## config.mk

```make
export PLATFORM = sky130hd
export DESIGN_NAME = rle_stream_product_merge
export DESIGN_NICKNAME = d
export VERILOG_FILES = /design/src/rtl/rsp_pkg.sv /design/src/rtl/rsp_in_reg.sv /design/src/rtl/rsp_core.sv /design/src/rtl/rsp_out_reg.sv /design/src/rtl/rle_stream_product_merge.sv
export VERILOG_INCLUDE_DIRS = /design/src /design/src/rtl
export SDC_FILE = /design/constraint.sdc
export NUM_CORES = 1
export LEC_CHECK = 0
export ABC_AREA = 1
export BUFFER_PORTS_ARGS = -buffer_cell sky130_fd_sc_hd__buf_2
export CAP_MARGIN = 5
export CORE_ASPECT_RATIO = 0.5
export CORE_MARGIN = 5
export CORE_UTILIZATION = 65
export CTS_CLUSTER_SIZE = 8
export DETAILED_ROUTE_END_ITERATION = 8
export MAX_ROUTING_LAYER = met4
export PLACE_DENSITY_LB_ADDON = 0.3
export SYNTH_ARGS = -nofsm -noshare
export SYNTH_HDL_FRONTEND = slang
export SYNTH_SLANG_ARGS = --single-unit
```

## constraint.sdc

```tcl
create_clock -name clk -period 17.6 [get_ports clk]
set_input_delay 3.52 -clock clk [delete_from_list [all_inputs] [get_ports clk]]
set_output_delay 3.52 -clock clk [all_outputs]
set_load 0.1 [all_outputs]
```

## src/rtl/rle_stream_product_merge_defines.svh

```systemverilog
// Assertion macros used by the run-length product merge core (rsp_core).
// Clocked on clk, disabled while rst is high; no other dependencies.
`ifndef RLE_STREAM_PRODUCT_MERGE_DEFINES_SVH
`define RLE_STREAM_PRODUCT_MERGE_DEFINES_SVH

// Same-cycle implication
`define RSP_ASSERT_SAME(lbl, ante, cons, msg) \
  lbl: assert property (@(posedge clk) disable iff (rst) (ante) |-> (cons)) else $error(msg);

// Next-cycle implication
`define RSP_ASSERT_NEXT(lbl, ante, cons, msg) \
  lbl: assert property (@(posedge clk) disable iff (rst) (ante) |=> (cons)) else $error(msg);

`endif

```

## src/rtl/rsp_pkg.sv

```systemverilog
// Shared types and constants for the run-length product merge block.
// No dependencies.
`default_nettype none

package rsp_pkg;

  // Fixed field widths of the stream payloads
  localparam int CMD_BITS        = 2;
  localparam int RUN_FIELD_BITS  = 16;
  localparam int OUT_FIELD_BITS  = 32;
  localparam int S_TDATA_BITS    = 32;
  localparam int M_TDATA_BITS    = 72;

  // Parameter defaults
  localparam int VALUE_BITS_DEF      = 16;
  localparam int LENGTH_BITS_DEF     = 16;
  localparam int OUT_LENGTH_BITS_DEF = 32;

  // Command codes
  typedef enum logic [CMD_BITS-1:0] {
    CMD_PUSH_A = 2'd0,
    CMD_PUSH_B = 2'd1,
    CMD_END    = 2'd2
  } cmd_t;

  // One input item
  typedef struct packed {
    logic [CMD_BITS-1:0]       cmd;
    logic [RUN_FIELD_BITS-1:0] run_value;
    logic [RUN_FIELD_BITS-1:0] run_length;
  } item_t;

  // One result item
  typedef struct packed {
    logic                      out_valid;
    logic [OUT_FIELD_BITS-1:0] out_value;
    logic [OUT_FIELD_BITS-1:0] out_length;
    logic                      need_a;
    logic                      need_b;
    logic                      push_error;
    logic                      last;
  } result_t;

endpackage

`default_nettype wire

```

## src/rtl/rsp_in_reg.sv

```systemverilog
// Input register stage: holds one accepted item until the core consumes it.
// Depends on rsp_pkg.
`default_nettype none

module rsp_in_reg (
  input  wire logic           clk,
  input  wire logic           rst,
  input  wire logic           in_valid,
  output logic                in_ready,
  input  wire rsp_pkg::item_t in_item,
  input  wire logic           advance,   // core takes the held item this cycle
  output logic                held_valid,
  output rsp_pkg::item_t      held_item
);

  // Free when empty or when the held item leaves this cycle
  assign in_ready = !held_valid || advance;

  // Valid flag
  always_ff @(posedge clk) begin
    if (rst) begin
      held_valid <= 1'b0;
    end else if (in_ready) begin
      held_valid <= in_valid;
    end
  end

  // Payload
  always_ff @(posedge clk) begin
    if (in_ready && in_valid) begin
      held_item <= in_item;
    end
  end

endmodule

`default_nettype wire

```

## src/rtl/rsp_core.sv

```systemverilog
// Stream state and single-pass merge step: run bookkeeping, product, run merge.
// Depends on rsp_pkg and rle_stream_product_merge_defines.svh.
`default_nettype none
`include "rle_stream_product_merge_defines.svh"

module rsp_core #(
  parameter int VALUE_BITS      = rsp_pkg::VALUE_BITS_DEF,
  parameter int LENGTH_BITS     = rsp_pkg::LENGTH_BITS_DEF,
  parameter int OUT_LENGTH_BITS = rsp_pkg::OUT_LENGTH_BITS_DEF
) (
  input  wire logic           clk,
  input  wire logic           rst,
  input  wire logic           fire,      // held item is processed this cycle
  input  wire rsp_pkg::item_t item,
  output rsp_pkg::result_t    result
);

  // Only the low bits of the 16-bit fields are significant
  localparam int VW  = (VALUE_BITS < rsp_pkg::RUN_FIELD_BITS) ?
                       VALUE_BITS : rsp_pkg::RUN_FIELD_BITS;
  localparam int LW  = (LENGTH_BITS < rsp_pkg::RUN_FIELD_BITS) ?
                       LENGTH_BITS : rsp_pkg::RUN_FIELD_BITS;
  localparam int PW  = 2 * VW;
  localparam int OLW = OUT_LENGTH_BITS;
  localparam int SW  = ((OLW > LW) ? OLW : LW) + 1;

  // Stream and pending-run state
  logic [VW-1:0]  a_value, a_value_next, b_value, b_value_next;
  logic [LW-1:0]  a_left, a_left_next, b_left, b_left_next;
  logic [PW-1:0]  pending_value, pending_value_next;
  logic [OLW-1:0] pending_length, pending_length_next;
  logic           pending_valid, pending_valid_next;

  // Step signals
  logic [VW-1:0]  in_val;
  logic [LW-1:0]  in_len;
  logic           is_end, is_push, to_a, busy, err;
  logic [VW-1:0]  a_val_mid, b_val_mid;
  logic [LW-1:0]  a_left_mid, b_left_mid, take;
  logic           step, merge, emit;
  logic [PW-1:0]  prod;
  logic [OLW-1:0] sat_base, sat_len;
  logic [SW-1:0]  sum;

  assign in_val = item.run_value[VW-1:0];
  assign in_len = item.run_length[LW-1:0];

  // Command decode and push check
  always_comb begin
    is_end  = 1'b0;
    is_push = 1'b0;
    to_a    = 1'b0;
    unique case (item.cmd)
      rsp_pkg::CMD_PUSH_A: begin
        is_push = 1'b1;
        to_a    = 1'b1;
      end
      rsp_pkg::CMD_PUSH_B: begin
        is_push = 1'b1;
      end
      rsp_pkg::CMD_END: begin
        is_end = 1'b1;
      end
      default: begin
      end
    endcase
    busy = to_a ? (a_left != '0) : (b_left != '0);
    err  = !is_end && (!is_push || busy || (in_len == '0));
  end

  // Load the pushed run, then test for a merge step
  assign a_val_mid  = (is_push && !err && to_a)  ? in_val : a_value;
  assign b_val_mid  = (is_push && !err && !to_a) ? in_val : b_value;
  assign a_left_mid = (is_push && !err && to_a)  ? in_len : a_left;
  assign b_left_mid = (is_push && !err && !to_a) ? in_len : b_left;
  assign step       = is_push && !err && (a_left_mid != '0) && (b_left_mid != '0);

  assign prod  = PW'(a_val_mid) * PW'(b_val_mid);
  assign take  = (a_left_mid < b_left_mid) ? a_left_mid : b_left_mid;
  assign merge = pending_valid && (pending_value == prod);

  // Saturating length accumulate
  assign sat_base = merge ? pending_length : '0;
  assign sum      = SW'(sat_base) + SW'(take);
  assign sat_len  = (sum > SW'({OLW{1'b1}})) ? {OLW{1'b1}} : OLW'(sum);

  assign emit = is_end ? pending_valid : (step && pending_valid && !merge);

  // Next state
  always_comb begin
    a_value_next        = a_val_mid;
    b_value_next        = b_val_mid;
    a_left_next         = a_left_mid;
    b_left_next         = b_left_mid;
    pending_value_next  = pending_value;
    pending_length_next = pending_length;
    pending_valid_next  = pending_valid;
    if (is_end) begin
      a_left_next         = '0;
      b_left_next         = '0;
      pending_value_next  = '0;
      pending_length_next = '0;
      pending_valid_next  = 1'b0;
    end else if (step) begin
      a_left_next         = a_left_mid - take;
      b_left_next         = b_left_mid - take;
      pending_value_next  = prod;
      pending_length_next = sat_len;
      pending_valid_next  = 1'b1;
    end
  end

  // Result of this step
  always_comb begin
    result.out_valid  = emit;
    result.out_value  = emit ? rsp_pkg::OUT_FIELD_BITS'(pending_value) : '0;
    result.out_length = emit ? rsp_pkg::OUT_FIELD_BITS'(pending_length) : '0;
    result.need_a     = (a_left_next == '0);
    result.need_b     = (b_left_next == '0);
    result.push_error = err;
    result.last       = is_end;
  end

  // State registers
  always_ff @(posedge clk) begin
    if (rst) begin
      a_value        <= '0;
      b_value        <= '0;
      a_left         <= '0;
      b_left         <= '0;
      pending_value  <= '0;
      pending_length <= '0;
      pending_valid  <= 1'b0;
    end else if (fire) begin
      a_value        <= a_value_next;
      b_value        <= b_value_next;
      a_left         <= a_left_next;
      b_left         <= b_left_next;
      pending_value  <= pending_value_next;
      pending_length <= pending_length_next;
      pending_valid  <= pending_valid_next;
    end
  end

  // Checks
  `RSP_ASSERT_NEXT(a_end_clears, fire && is_end, a_left == '0 && b_left == '0 && !pending_valid, "end left state behind")
  `RSP_ASSERT_NEXT(a_step_drains, fire && step, a_left == '0 || b_left == '0, "merge step left both streams busy")
  `RSP_ASSERT_NEXT(a_err_holds, fire && err, $stable(a_left) && $stable(b_left) && $stable(pending_length), "rejected item changed state")
  `RSP_ASSERT_SAME(a_emit_len, fire && emit, pending_length != '0, "emitted run has zero length")

endmodule

`default_nettype wire

```

## src/rtl/rsp_out_reg.sv

```systemverilog
// Output register stage: holds one result until the receiver takes it.
// Depends on rsp_pkg.
`default_nettype none

module rsp_out_reg (
  input  wire logic             clk,
  input  wire logic             rst,
  input  wire logic             load,       // new result from the core
  input  wire rsp_pkg::result_t load_result,
  output logic                  can_load,   // register free or draining now
  output logic                  out_valid,
  input  wire logic             out_ready,
  output rsp_pkg::result_t      out_result
);

  assign can_load = !out_valid || out_ready;

  // Valid flag
  always_ff @(posedge clk) begin
    if (rst) begin
      out_valid <= 1'b0;
    end else if (can_load) begin
      out_valid <= load;
    end
  end

  // Payload
  always_ff @(posedge clk) begin
    if (load) begin
      out_result <= load_result;
    end
  end

endmodule

`default_nettype wire

```

## src/rtl/rle_stream_product_merge.sv

```systemverilog
// Top level of the run-length encoded elementwise product with run merging.
// Depends on rsp_pkg, rsp_in_reg, rsp_core and rsp_out_reg.
//
// Usage:
//   Slave stream: one run per transfer. s_axis_tuser selects push A, push B
//   or end; s_axis_tdata carries run value and run length.
//   Master stream: one result per input transfer. m_axis_tuser is set when
//   the result carries a finished product run; m_axis_tlast marks the result
//   of an end command. need_a/need_b tell which stream takes the next push.
//   Path: an accepted item sits in the input register, is processed by the
//   core as it is captured in the result register, and its result is offered
//   from there until the receiver takes it.
//   Throughput: one item per cycle unless the master stream stalls; the merge
//   step (one multiply of up to 16x16 bits, a compare, a saturating add) sets it.
//   Stalls: while m_axis_tready is low the result register holds, the input
//   register still takes one more item if it is empty, then s_axis_tready drops.
//   Reset (rst, synchronous): both streams empty, no pending run, both
//   register stages empty.
`default_nettype none

module rle_stream_product_merge #(
  parameter int VALUE_BITS      = rsp_pkg::VALUE_BITS_DEF,
  parameter int LENGTH_BITS     = rsp_pkg::LENGTH_BITS_DEF,
  parameter int OUT_LENGTH_BITS = rsp_pkg::OUT_LENGTH_BITS_DEF
) (
  input  wire logic                              clk,
  input  wire logic                              rst,
  input  wire logic                              s_axis_tvalid,
  output logic                                   s_axis_tready,
  // [15:0] run_value, [31:16] run_length
  input  wire logic [rsp_pkg::S_TDATA_BITS-1:0]  s_axis_tdata,
  // [1:0] cmd
  input  wire logic [rsp_pkg::CMD_BITS-1:0]      s_axis_tuser,
  output logic                                   m_axis_tvalid,
  input  wire logic                              m_axis_tready,
  // [31:0] out_value, [63:32] out_length, [64] need_a, [65] need_b,
  // [66] push_error, [71:67] zero
  output logic [rsp_pkg::M_TDATA_BITS-1:0]       m_axis_tdata,
  // [0] out_valid
  output logic                                   m_axis_tuser,
  output logic                                   m_axis_tlast
);

  rsp_pkg::item_t   in_item, held_item;
  rsp_pkg::result_t core_result, out_result;
  logic             held_valid, can_load, fire;

  // Unpack the slave transfer
  assign in_item.cmd        = s_axis_tuser;
  assign in_item.run_value  = s_axis_tdata[15:0];
  assign in_item.run_length = s_axis_tdata[31:16];

  assign fire = held_valid && can_load;

  rsp_in_reg u_in_reg (
    .clk        (clk),
    .rst        (rst),
    .in_valid   (s_axis_tvalid),
    .in_ready   (s_axis_tready),
    .in_item    (in_item),
    .advance    (can_load),
    .held_valid (held_valid),
    .held_item  (held_item)
  );

  rsp_core #(
    .VALUE_BITS      (VALUE_BITS),
    .LENGTH_BITS     (LENGTH_BITS),
    .OUT_LENGTH_BITS (OUT_LENGTH_BITS)
  ) u_core (
    .clk    (clk),
    .rst    (rst),
    .fire   (fire),
    .item   (held_item),
    .result (core_result)
  );

  rsp_out_reg u_out_reg (
    .clk         (clk),
    .rst         (rst),
    .load        (fire),
    .load_result (core_result),
    .can_load    (can_load),
    .out_valid   (m_axis_tvalid),
    .out_ready   (m_axis_tready),
    .out_result  (out_result)
  );

  // Pack the master transfer
  assign m_axis_tdata = {5'd0, out_result.push_error, out_result.need_b,
                         out_result.need_a, out_result.out_length,
                         out_result.out_value};
  assign m_axis_tuser = out_result.out_valid;
  assign m_axis_tlast = out_result.last;

endmodule

`default_nettype wire
```

## Yosys cells after proc, flatten, opt, wreduce, memory -nomap -nowiden

Cells that the tools add are included.

| word-level totals | value |
|---|---|
| bits in registers | 234 |
| input bits | 38 |
| output and inout bits | 76 |

| operators by class | value |
|---|---|
| add/subtract/negate cells | 3 |
| $mul | 1 |
| magnitude comparators | 2 |
| eq/ne operators | 3 |
| multiplexer cells | 22 |
| reduce and logical (&&, ||, !) cells | 33 |

Operators by type and width:

| cell | count |
|---|---|
| 2-to-1 mux 32 bit | 6 |
| 2-to-1 mux 16 bit | 9 |
| nonzero test 16 bit | 4 |
| logical NOT 16 bit | 3 |
| adder 32 x 16 -> 33 bit | 1 |
| greater-than comparator 33 x 32 -> 1 bit, second input constant | 1 |
| equality test 32 bit | 1 |
| multiplier 16 x 16 -> 32 bit | 1 |
| subtractor 16 bit | 2 |
| < comparator 16 bit | 1 |
| logical AND 1 bit | 11 |
| logical NOT 1 bit | 7 |
| 2-to-1 mux 1 bit | 7 |
| logical OR 1 bit | 4 |
| equality test 2 x 1 -> 1 bit, second input constant | 1 |
| equality test 2 bit, second input constant | 1 |
| logical NOT 2 bit | 1 |
| AND reduction 2 bit | 1 |
| nonzero test 2 bit | 1 |
| OR reduction 2 bit | 1 |

## Depth between registers and ports, before layout

Gate-level depths: netlist (run 1).

| depth | value |
|---|---|
| depth in word-level cells | 20 |
| gate-level depth with buffers | 64 |
| depth with buffers taken out | 62 |

## Cells and area by module

Synthesis (run 1) repeated with hierarchy kept, for this count alone.

| second synthesis, totals | value |
|---|---|
| cells, all modules | 3152 |
| area total of the unflattened synthesis | 22912.0 um^2 |

By module, submodules not included:

| module | instances | cells each | area an instance (um^2) |
|---|---|---|---|
| rsp_core | 1 | 3030 | 19680.1 |
| rsp_out_reg | 1 | 74 | 2114.5 |
| rsp_in_reg | 1 | 40 | 1068.5 |
| rle_stream_product_merge | 1 | 8 | 48.8 |

## Worst setup path before layout (run 1)

Ideal clock, no wire load.

| path | value |
|---|---|
| kind | register to register |
| start point | reg, netlist name u_in_reg.held_item[15] |
| end point | reg u_core.pending_length[28] |
| setup time | 0.067 ns |
| arrival | 9.680 ns |
| required time | 17.533 ns |
| slack | 7.854 ns |
| cell stages (with the launch flop) | 55 |
| path buffers | 4 |
| clock period less this slack | 9.746 ns |
| path through | edfxtp_1 nor2_1 nand3_1 nor2_1 a21oi_4 nand3_2 inv_1 buf_1 o21ai_1 clkbuf_1 nand2_1 fa_1 fa_1 fa_1 fa_1 fa_1 inv_1 fa_1 [19 not listed] inv_1 o21ai_0 nand2_1 nand3_1 nand2_1 nand3_1 nand2_1 a21oi_1 o21bai_1 a21boi_0 o31ai_1 nand3_1 nor2_4 nand3b_4 buf_6 nand3_1 nand2_1 a21oi_2 |

| on the way | value |
|---|---|
| cells in the longest elaborated chain, start to end | 16 |

RTL lines:

| item | line | text |
|---|---|---|
| logical NOT 16 bit | rsp_core.sv:68 | `err = !is_end && (!is_push \|\| busy \|\| (in_len == '0));` |
| logical OR 1 bit | rsp_core.sv:68 |  |
| logical AND 1 bit | rsp_core.sv:68 |  |
| logical NOT 1 bit | n/a |  |
| logical AND 1 bit | n/a |  |
| logical AND 1 bit, on equally long branches | n/a |  |
| 2-to-1 mux 16 bit, on equally long branches | rsp_core.sv:72, rsp_core.sv:73 |  |
| multiplier 16 x 16 -> 32 bit | rsp_core.sv:78 | `assign prod = PW'(a_val_mid) * PW'(b_val_mid);` |
| equality test 32 bit | rsp_core.sv:80 | `assign merge = pending_valid && (pending_value == prod);` |
| logical AND 1 bit | rsp_core.sv:80 |  |
| 2-to-1 mux 32 bit | rsp_core.sv:83 | `assign sat_base = merge ? pending_length : '0;` |
| adder 32 x 16 -> 33 bit | rsp_core.sv:84 | `assign sum = SW'(sat_base) + SW'(take);` |
| greater-than comparator 33 x 32 -> 1 bit | rsp_core.sv:85 | `assign sat_len = (sum > SW'({OLW{1'b1}})) ? {OLW{1'b1}} : OLW'(sum);` |
| 2-to-1 mux 32 bit | rsp_core.sv:85 |  |
| 2-to-1 mux 32 bit | rsp_core.sv:104 | `end else if (step) begin` |
| 2-to-1 mux 32 bit | rsp_core.sv:98 | `if (is_end) begin` |
| end signal, assigned | rsp_core.sv:140 | `pending_length <= pending_length_next;` |
| end, declared | rsp_core.sv:31 | `logic [OLW-1:0] pending_length, pending_length_next;` |

Parallel ways exist; a longest one is shown, timed or not. The select of a mux whose other input is x is not followed.
A chain may end at the register's enable or synchronous reset.

## Worst setup path in the final report (run 1)

| path | value |
|---|---|
| start point | reg, netlist name u_in_reg.held_item[11] |
| end point | reg u_core.pending_length[27] |

| on the way | value |
|---|---|
| cells in the longest elaborated chain, start to end | 16 |

RTL lines:

| item | line |
|---|---|
| logical NOT 16 bit | rsp_core.sv:68 |
| logical OR 1 bit | rsp_core.sv:68 |
| logical AND 1 bit | rsp_core.sv:68 |
| logical NOT 1 bit | n/a |
| logical AND 1 bit | n/a |
| logical AND 1 bit, on equally long branches | n/a |
| 2-to-1 mux 16 bit, on equally long branches | rsp_core.sv:72, rsp_core.sv:73 |
| multiplier 16 x 16 -> 32 bit | rsp_core.sv:78 |
| equality test 32 bit | rsp_core.sv:80 |
| logical AND 1 bit | rsp_core.sv:80 |
| 2-to-1 mux 32 bit | rsp_core.sv:83 |
| adder 32 x 16 -> 33 bit | rsp_core.sv:84 |
| greater-than comparator 33 x 32 -> 1 bit | rsp_core.sv:85 |
| 2-to-1 mux 32 bit | rsp_core.sv:85 |
| 2-to-1 mux 32 bit | rsp_core.sv:104 |
| 2-to-1 mux 32 bit | rsp_core.sv:98 |

Parallel ways exist; a longest one is shown, timed or not. The select of a mux whose other input is x is not followed.

==> results of run 1 <==
[where the power goes]
| group | switching (W) | total (W) | internal (W) | leakage (nW) |
|---|---|---|---|---|
| Clock | 0.000259 | 0.000653 | 0.000394 | 0.503 |
| Combinational | 0.000645 | 0.000950 | 0.000306 | 8.91 |
| Sequential | 0.0000140 | 0.000607 | 0.000593 | 2.07 |
[synth_stat cells (13+ instances only)]
library cell  count  share of area (%)
ha_1            165                9.1
o211ai_1         37                1.2
inv_2            13               0.21
clkbuf_1         50               0.83
a21oi_1         179                3.9
xor2_1           21               0.81
o21ai_1          19               0.42
inv_1           584                9.6
nor2_1          305                5.0
edfxtp_1        103                 14
o21ai_0          88                1.9
dfxtp_1         131                 12
xnor2_1          20               0.77
fa_1            197                 17
nand3_1         169                3.7
nand4_1          33               0.91
buf_4            19               0.63
nand3_2          15               0.66
buf_2            13               0.29
nand2_1         792                 13
[worst max-delay path, delay by kind of cell, from the launching register on]
family          cells  cell delay (ns)
flops               1             0.38
compound gates      9             2.66
fa+ha+maj           9             3.83
simple gates       28             5.32
buf+inv             5             0.28
[layout make-up]
type	count	area, um^2
Clock inverter	4	85.1
Multi-Input combinational cell	2154	14200
Clock buffer	59	976
Timing Repair Buffer	137	761
Inverter	602	2260
Fill cell	2778	9830
Tap cell	475	594
Sequential cell	234	5720
[per-layer routing]
metal	up-vias	routed length (um)	track usage (%)
met5	-	0	-
met4	0	2020	10.9
met3	169	5750	6.47
met2	988	28000	52.4
met1	9623	24500	40.9
li1	9777	-	-
[per-stage QoR]
step | cell area [um^2] | std cells | util, % | hold slack, ns | setup slack, ns
2_1_floorplan | 22700 | 3089 | - | 0.439 | 7.85
3_3_place_gp | 23600 | 3602 | 68.4 | 0.450 | 5.74
3_5_place_dp | 23600 | 3602 | 68.4 | 0.455 | 5.35
4_1_cts | 24600 | 3665 | 71.5 | 0.464 | 5.33
5_1_grt | 24600 | 3665 | 71.5 | 0.481 | 4.12
6_report | 24600 | 3665 | 71.5 | 0.461 | 5.00
[state kept, by name, indices dropped and copies added (netlist names)]
| name | cells |
|---|---|
| u_core.b_left | 16 |
| u_out_reg.out_valid | 1 |
| u_out_reg.out_result | 69 |
| u_core.a_left | 16 |
| u_core.pending_length | 32 |
| u_in_reg.held_item | 34 |
| u_core.a_value | 16 |
| u_in_reg.held_valid | 1 |
| u_core.pending_value | 32 |
| u_core.pending_valid | 1 |
| u_core.b_value | 16 |
[kinds of logic (layout without fill, tap and decap cells)]
family / count (synthesis) / count (layout) / synth area share (%)
AOI/OAI and AO/OA: 364 / 364 / 8.91
and+or+nand+nor: 1382 / 1382 / 25.6
adders and majority gates: 362 / 362 / 26.4
other: 1 / 5 / 0.0165
buffers and inverters: 701 / 802 / 12.3
DFF: 234 / 234 / 25.2
xor gates and xnor gates: 41 / 41 / 1.58
[worst paths after layout]
kind	endpoint	slack, ns	depth (start not counted)
setup / recovery	u_core.pending_length[27]	5.00	51
hold / removal	u_core.pending_length[20]	0.46	2
setup reg to reg	u_core.pending_length[27]	5.00	51
hold reg to reg	u_core.pending_length[20]	0.46	2
==> summary.txt, run 1 <==
Synth
  • Netlist Area Pre-Place: 22700 um^2
  • Syn Inst Count: 3085
  • Async S/R FF share, synth: 0%
  • Sequential area share after synthesis: 25.2%
  • Top_reg_cell synth: dfxtp_1
  • Ys Warns: 0
  • FF+latch count, synth: between 200 and 250
  • Avg Cell Area, Syn: 7.37 um^2
  • Netlist cell types: 57
  • EDFF count, synth: between 100 and 150

Setup path
  • Worst-path maximum fanout: 36
  • CP dominant cell by count: nand2_1
  • Critical path launch point: u_in_reg.held_item[11]
  • Crit end category: flip-flop
  • Worst endpoint data arrival time: 13.05 ns
  • Startpoint type of the worst setup path: flip-flop
  • Critical Path Max Stage Delay: 1.11 ns
  • Crit Path Category: reg2reg
  • Worst reg2reg path startpoint: u_in_reg.held_item[11]
  • Slowest CP cell: o21ai_1
  • WP data required: 18.05 ns

Die
  • Die extent in x: 274 um
  • Num ports: 114
  • Starting Density: 65.9%
  • Total die area: 39000 um^2
  • Std cell rows: 48
  • Core area: 34500 um^2
  • Die Y-Extent: 142 um

STA
  • Sum of negative setup slack: 0 ns
  • Final Cycle Share: 71.6%
  • Setup violators final: 0
  • Fin. Hold Viols: 0
  • Worst-margin pin slew: between 1 and 1.5 ns
  • Tmin final: 12.60 ns
  • RSZ-0062 raised after global routing: false
  • Max-slew violation count: 0
  • Layout Skew: 0.0173 ns
  • Slew HR: between 10% and 20%
  • Fmax achieved: 79.4 MHz

GRT
  • First-pass GRT wire length: 99100 um
  • Largest net degree at the start of global routing: 88
  • Number of global-route vias before repair: 20299
  • Initial antenna violation count: 0
  • Overflow after GRT: 0
  • Total track usage: 32.2%

Clock network
  • Hold Buf Count CTS: 0
  • CTS tree: done
  • Post-cts sizing count: 0
  • Longest Clk Path Bufs: 3
  • Post CTS Setup Buffer Count: 0
  • Clk pin slew, worst setup/hold paths: 0.06 ns
  • H-Tree Depth: 2
  • Total CTS buffers: 35
  • Later-pin clock latency in the skew report: 0.54 ns
  • CTS sink count: 234
  • CTS root buf: clkbuf_16

Detailed routing
  • Pre-antenna DRT Iters: 7
  • DRC viols: 0
  • DR iter-0 viols: ~2100
  • Vias/cell: between 5 and 6
  • Routed WL per cell: approximately 16 um
  • Antenna-violating nets left: 0
  • WL final: 60200 um
  • Routed via count: roughly 20000

Job
  • Max cap viols: 0

Power and ir drop
  • Overall power: 0.00221 W
  • Cell area power density: about 90 nW/um^2
  • Peak supply drop: 0.0000609 V
  • Lkg Pwr: approximately 11 nW

Layout
  • Most frequent cells in the layout: nand2_1 (792), inv_1 (583), nor2_1 (304)
  • Nets@finish: 3564
  • Antenna diodes: 0
  • Leading cell type in the layout, fill and taps excluded: nand2_1
  • Layout cell share with drive strength beyond 1: ~8.0%
  • Syn-to-layout area delta: 8.42%

Placed design
  • RD Place Congestion: 1.01
  • DP HPWL: 45500 um
  • PortBufs: 108

Hold path
  • HP Start: u_core.pending_length[20]
  • Min-delay worst type: reg2reg

Outcome
  • Status: complete, no violations
(Power assumes the default switching activity.)
==> run 2, diff against run 1 <==
Settings changed: CORE_UTILIZATION 65 to 58.
Clock period 17.6 ns to 11.19 ns, I/O delays scaled along.
==> run 2 against run 1 <==
Net effect: clock skew increased by 0.015 ns; critical path depth increased by 4; cell count increased by 2.7%; count of clock-buffer cells in the layout decreased by 3; wire length increased by 3.1%; hold slack improved by 0.0024 ns; core utilization decreased by 6.2 points; sequential power increased by 57%; register-to-register slack got worse by 4.4 ns; via count decreased by 0.25%; clock power increased by 52%; worst setup slack got worse by 4.4 ns; critical path type unchanged; largest cell class unchanged.
==> summary.txt, run 2 (synthesis results as in run 1) <==
STA
  • Setup violators final: 0 (unchanged)
  • Slew HR: 35.1% (was 12.2%)
  • Fmax achieved: 94.3 MHz (was 79.4 MHz)
  • Fin. Hold Viols: 0 (unchanged)
  • Hold WS: 0.464 ns (was 0.461 ns)
  • Final Cycle Share: 94.8% (was 71.6%)
  • Layout Skew: 0.0325 ns (was 0.0173 ns)
  • Max-slew violation count: 0 (unchanged)
  • Tmin final: 10.61 ns (was 12.60 ns)
  • Worst-margin pin slew: 0.973 ns (was 1.32 ns)

GRT
  • Total track usage: 28.7% (was 32.2%)
  • Largest net degree at the start of global routing: 87 (was 88)
  • Initial antenna violation count: 0 (unchanged)
  • Number of global-route vias before repair: 19759 (was 20299)
  • First-pass GRT wire length: 98900 um (was 99100 um)
  • Overflow after GRT: 0 (unchanged)

Layout
  • Antenna diodes: 0 (unchanged)
  • Syn-to-layout area delta: 11.5% (was 8.42%)
  • Final std cells w/o fill: 3763 (was 3665)
  • Fillers: 3399 (was 2778)
  • Max reg flops: 69 (unchanged)
  • Largest Register: u_out_reg.out_result (unchanged)
  • Multi-input logic area: 14500 um^2 (was 14200 um^2)
  • Leading cell type in the layout, fill and taps excluded: nand2_1 (unchanged)
  • Design Area, Final: 25300 um^2 (was 24600 um^2)
  • Nets@finish: 3610 (was 3564)
  • Register area: 5720 um^2 (unchanged)
  • Most frequent cells in the layout: nand2_1 (789), inv_1 (582), nor2_1 (298) (was nand2_1 (792), inv_1 (583), nor2_1 (304))
  • Layout cell share with drive strength beyond 1: 10.3% (was 7.99%)
  • Largest registers: u_out_reg.out_result x69, u_in_reg.held_item x34 (unchanged)
  • Share of the core filled with cells: 65.3% (was 71.5%)

Setup path
  • Crit end category: flip-flop (unchanged)
  • Startpoint type of the worst setup path: flip-flop (unchanged)
  • Worst endpoint data arrival time: 11.04 ns (was 13.05 ns)
  • Worst-path maximum fanout: 16 (was 36)
  • CP dominant cell by count: nand2_1 (unchanged)
  • Critical Path Max Stage Delay: 0.54 ns (was 1.11 ns)
  • Slowest CP cell: fa_1 (was o21ai_1)
  • WP data required: 11.62 ns (was 18.05 ns)
  • Crit Path Category: reg2reg (unchanged)

Die
  • Total die area: 43500 um^2 (was 39000 um^2)
  • Std cell rows: 51 (was 48)
  • Starting Density: 58.6% (was 65.9%)
  • Core area: 38800 um^2 (was 34500 um^2)
  • Die extent in x: 290 um (was 274 um)
  • Die Y-Extent: 150 um (was 142 um)
  • Num ports: 114 (unchanged)

Hold path
  • Min-delay worst type: reg2reg (unchanged)

Clock network
  • Total CTS buffers: 35 (unchanged)
  • Hold Buf Count CTS: 0 (unchanged)
  • Longest Clk Path Bufs: 3 (unchanged)
  • H-Tree Depth: 2 (unchanged)
  • CTS tree: done (unchanged)
  • Clk pin slew, worst setup/hold paths: 0.05 ns (was 0.06 ns)
  • CTS sink count: 234 (unchanged)
  • Later-pin clock latency in the skew report: 0.54 ns (about the same)
  • CTS root buf: clkbuf_16 (unchanged)

Placed design
  • PortBufs: 108 (unchanged)
  • Area post-placement: 23800 um^2 (was 23600 um^2)
  • RD Place Congestion: 0.986 (was 1.01)
  • DP HPWL: 46600 um (was 45500 um)
  • Dpl cells: 3677 (was 3602)

Detailed routing
  • Pre-antenna DRT Iters: 8 (was 7)
  • DRC viols: 0 (unchanged)
  • WL final: 62100 um (was 60200 um)
  • Antenna-violating nets left: 0 (unchanged)
  • DR iter-0 viols: 1752 (was 2139)
  • Routed WL per cell: 16.5 um (was 16.4 um)
  • Routed via count: 20505 (was 20557)
  • Vias/cell: 5.45 (was 5.61)

Power and ir drop
  • Cell area power density: 138 nW/um^2 (was 89.7 nW/um^2)
  • Overall power: 0.00351 W (was 0.00221 W)
  • Sequential power share: 27.2% (was 27.5%)
  • Combinational power share: 44.4% (was 43.0%)
  • P_sw: 0.00147 W (was 0.000918 W)
  • Clk pwr share: 28.4% (was 29.5%)
  • Switching share of total power: 41.9% (was 41.5%)
  • Peak supply drop: 0.0000834 V (was 0.0000609 V)
  • Internal Power: 0.00204 W (was 0.00129 W)
  • Lkg Pwr: 11.8 nW (was 11.5 nW)

Job
  • Max cap viols: 0 (unchanged)

Outcome
  • Status: complete, no violations (unchanged)
==> run 2: changes by cell type in the layout (fill, tap and decap cells not counted), sizes merged, moves of 2 or more <==
cell      change
nand3b        +2
buf          +41
clkbuf        -3
clkinvlp      +5
==> run 2: through the flow <==
stage / setup slack, ns / setup TNS, ns
floorplan: 1.44 / 0
global placement: -0.0396 / -0.136
detailed placement: -0.263 / -6.70
CTS: 0.0827 / 0
global route: -0.0199 / -0.0599
finish: 0.580 / 0
==> run 2: worst paths after layout <==
| check | startpoint | endpoint | slack (ns) | cells after the start |
|---|---|---|---|---|
| max reg2reg | u_in_reg.held_item[5] | u_core.pending_length[0] | 0.58 | 55 |
| min | u_core.pending_length[8] | u_core.pending_length[8] | 0.46 | 2 |
| min reg2reg | u_core.pending_length[8] | u_core.pending_length[8] | 0.46 | 2 |
| max | u_in_reg.held_item[5] | u_core.pending_length[0] | 0.58 | 55 |
==> run 2: what timing repair did <==
item,CTS,global route
pin swaps,0,8
cloned,1,4
setup buffers,0,21
endpoints found under the hold margin,0,0
resized for setup,5,50
setup endpoints to repair,32,32
==> run 2: layout make-up <==
type,instances,share of cell area (%)
inverters,602,8.98
repair buffers,178,4.69
flip-flops and latches,234,22.6
clock inverters,4,0.252
repair inverters,2,0.0593
well taps,530,2.62
clock buffers,56,3.77
multi-input cells,2157,57.1
==> run 2: metal layers <==
metal	wire length, um	up-vias	part of all wire (%)	GRT usage, %
met5	0	-	0	-
met4	1940	0	3.1	9.07
met3	5210	146	8.4	5.49
met2	28800	804	46	47.2
met1	26100	9663	42	36.5
li1	-	9892	-	-
==> run 2: worst max-delay path: cells and delay by family (launching register included) <==
| family | cells | cell delay [ns] |
|---|---|---|
| compound gates | 8 | 1.33 |
| simple gates | 29 | 3.59 |
| buf+inv | 9 | 1.25 |
| flops | 1 | 0.42 |
| fa+ha+maj | 9 | 3.84 |
==> run 2: power by group through the flow <==
stage / Combinational, W / Sequential, W / Clock (W)
finish: 0.00156 / 0.000955 / 0.000995
global placement: 0.00145 / 0.000970 / 0
CTS: 0.00149 / 0.000954 / 0.00101
floorplan: 0.00104 / 0.00104 / 0
global route: 0.00173 / 0.000958 / 0.00105
detailed placement: 0.00147 / 0.000971 / 0
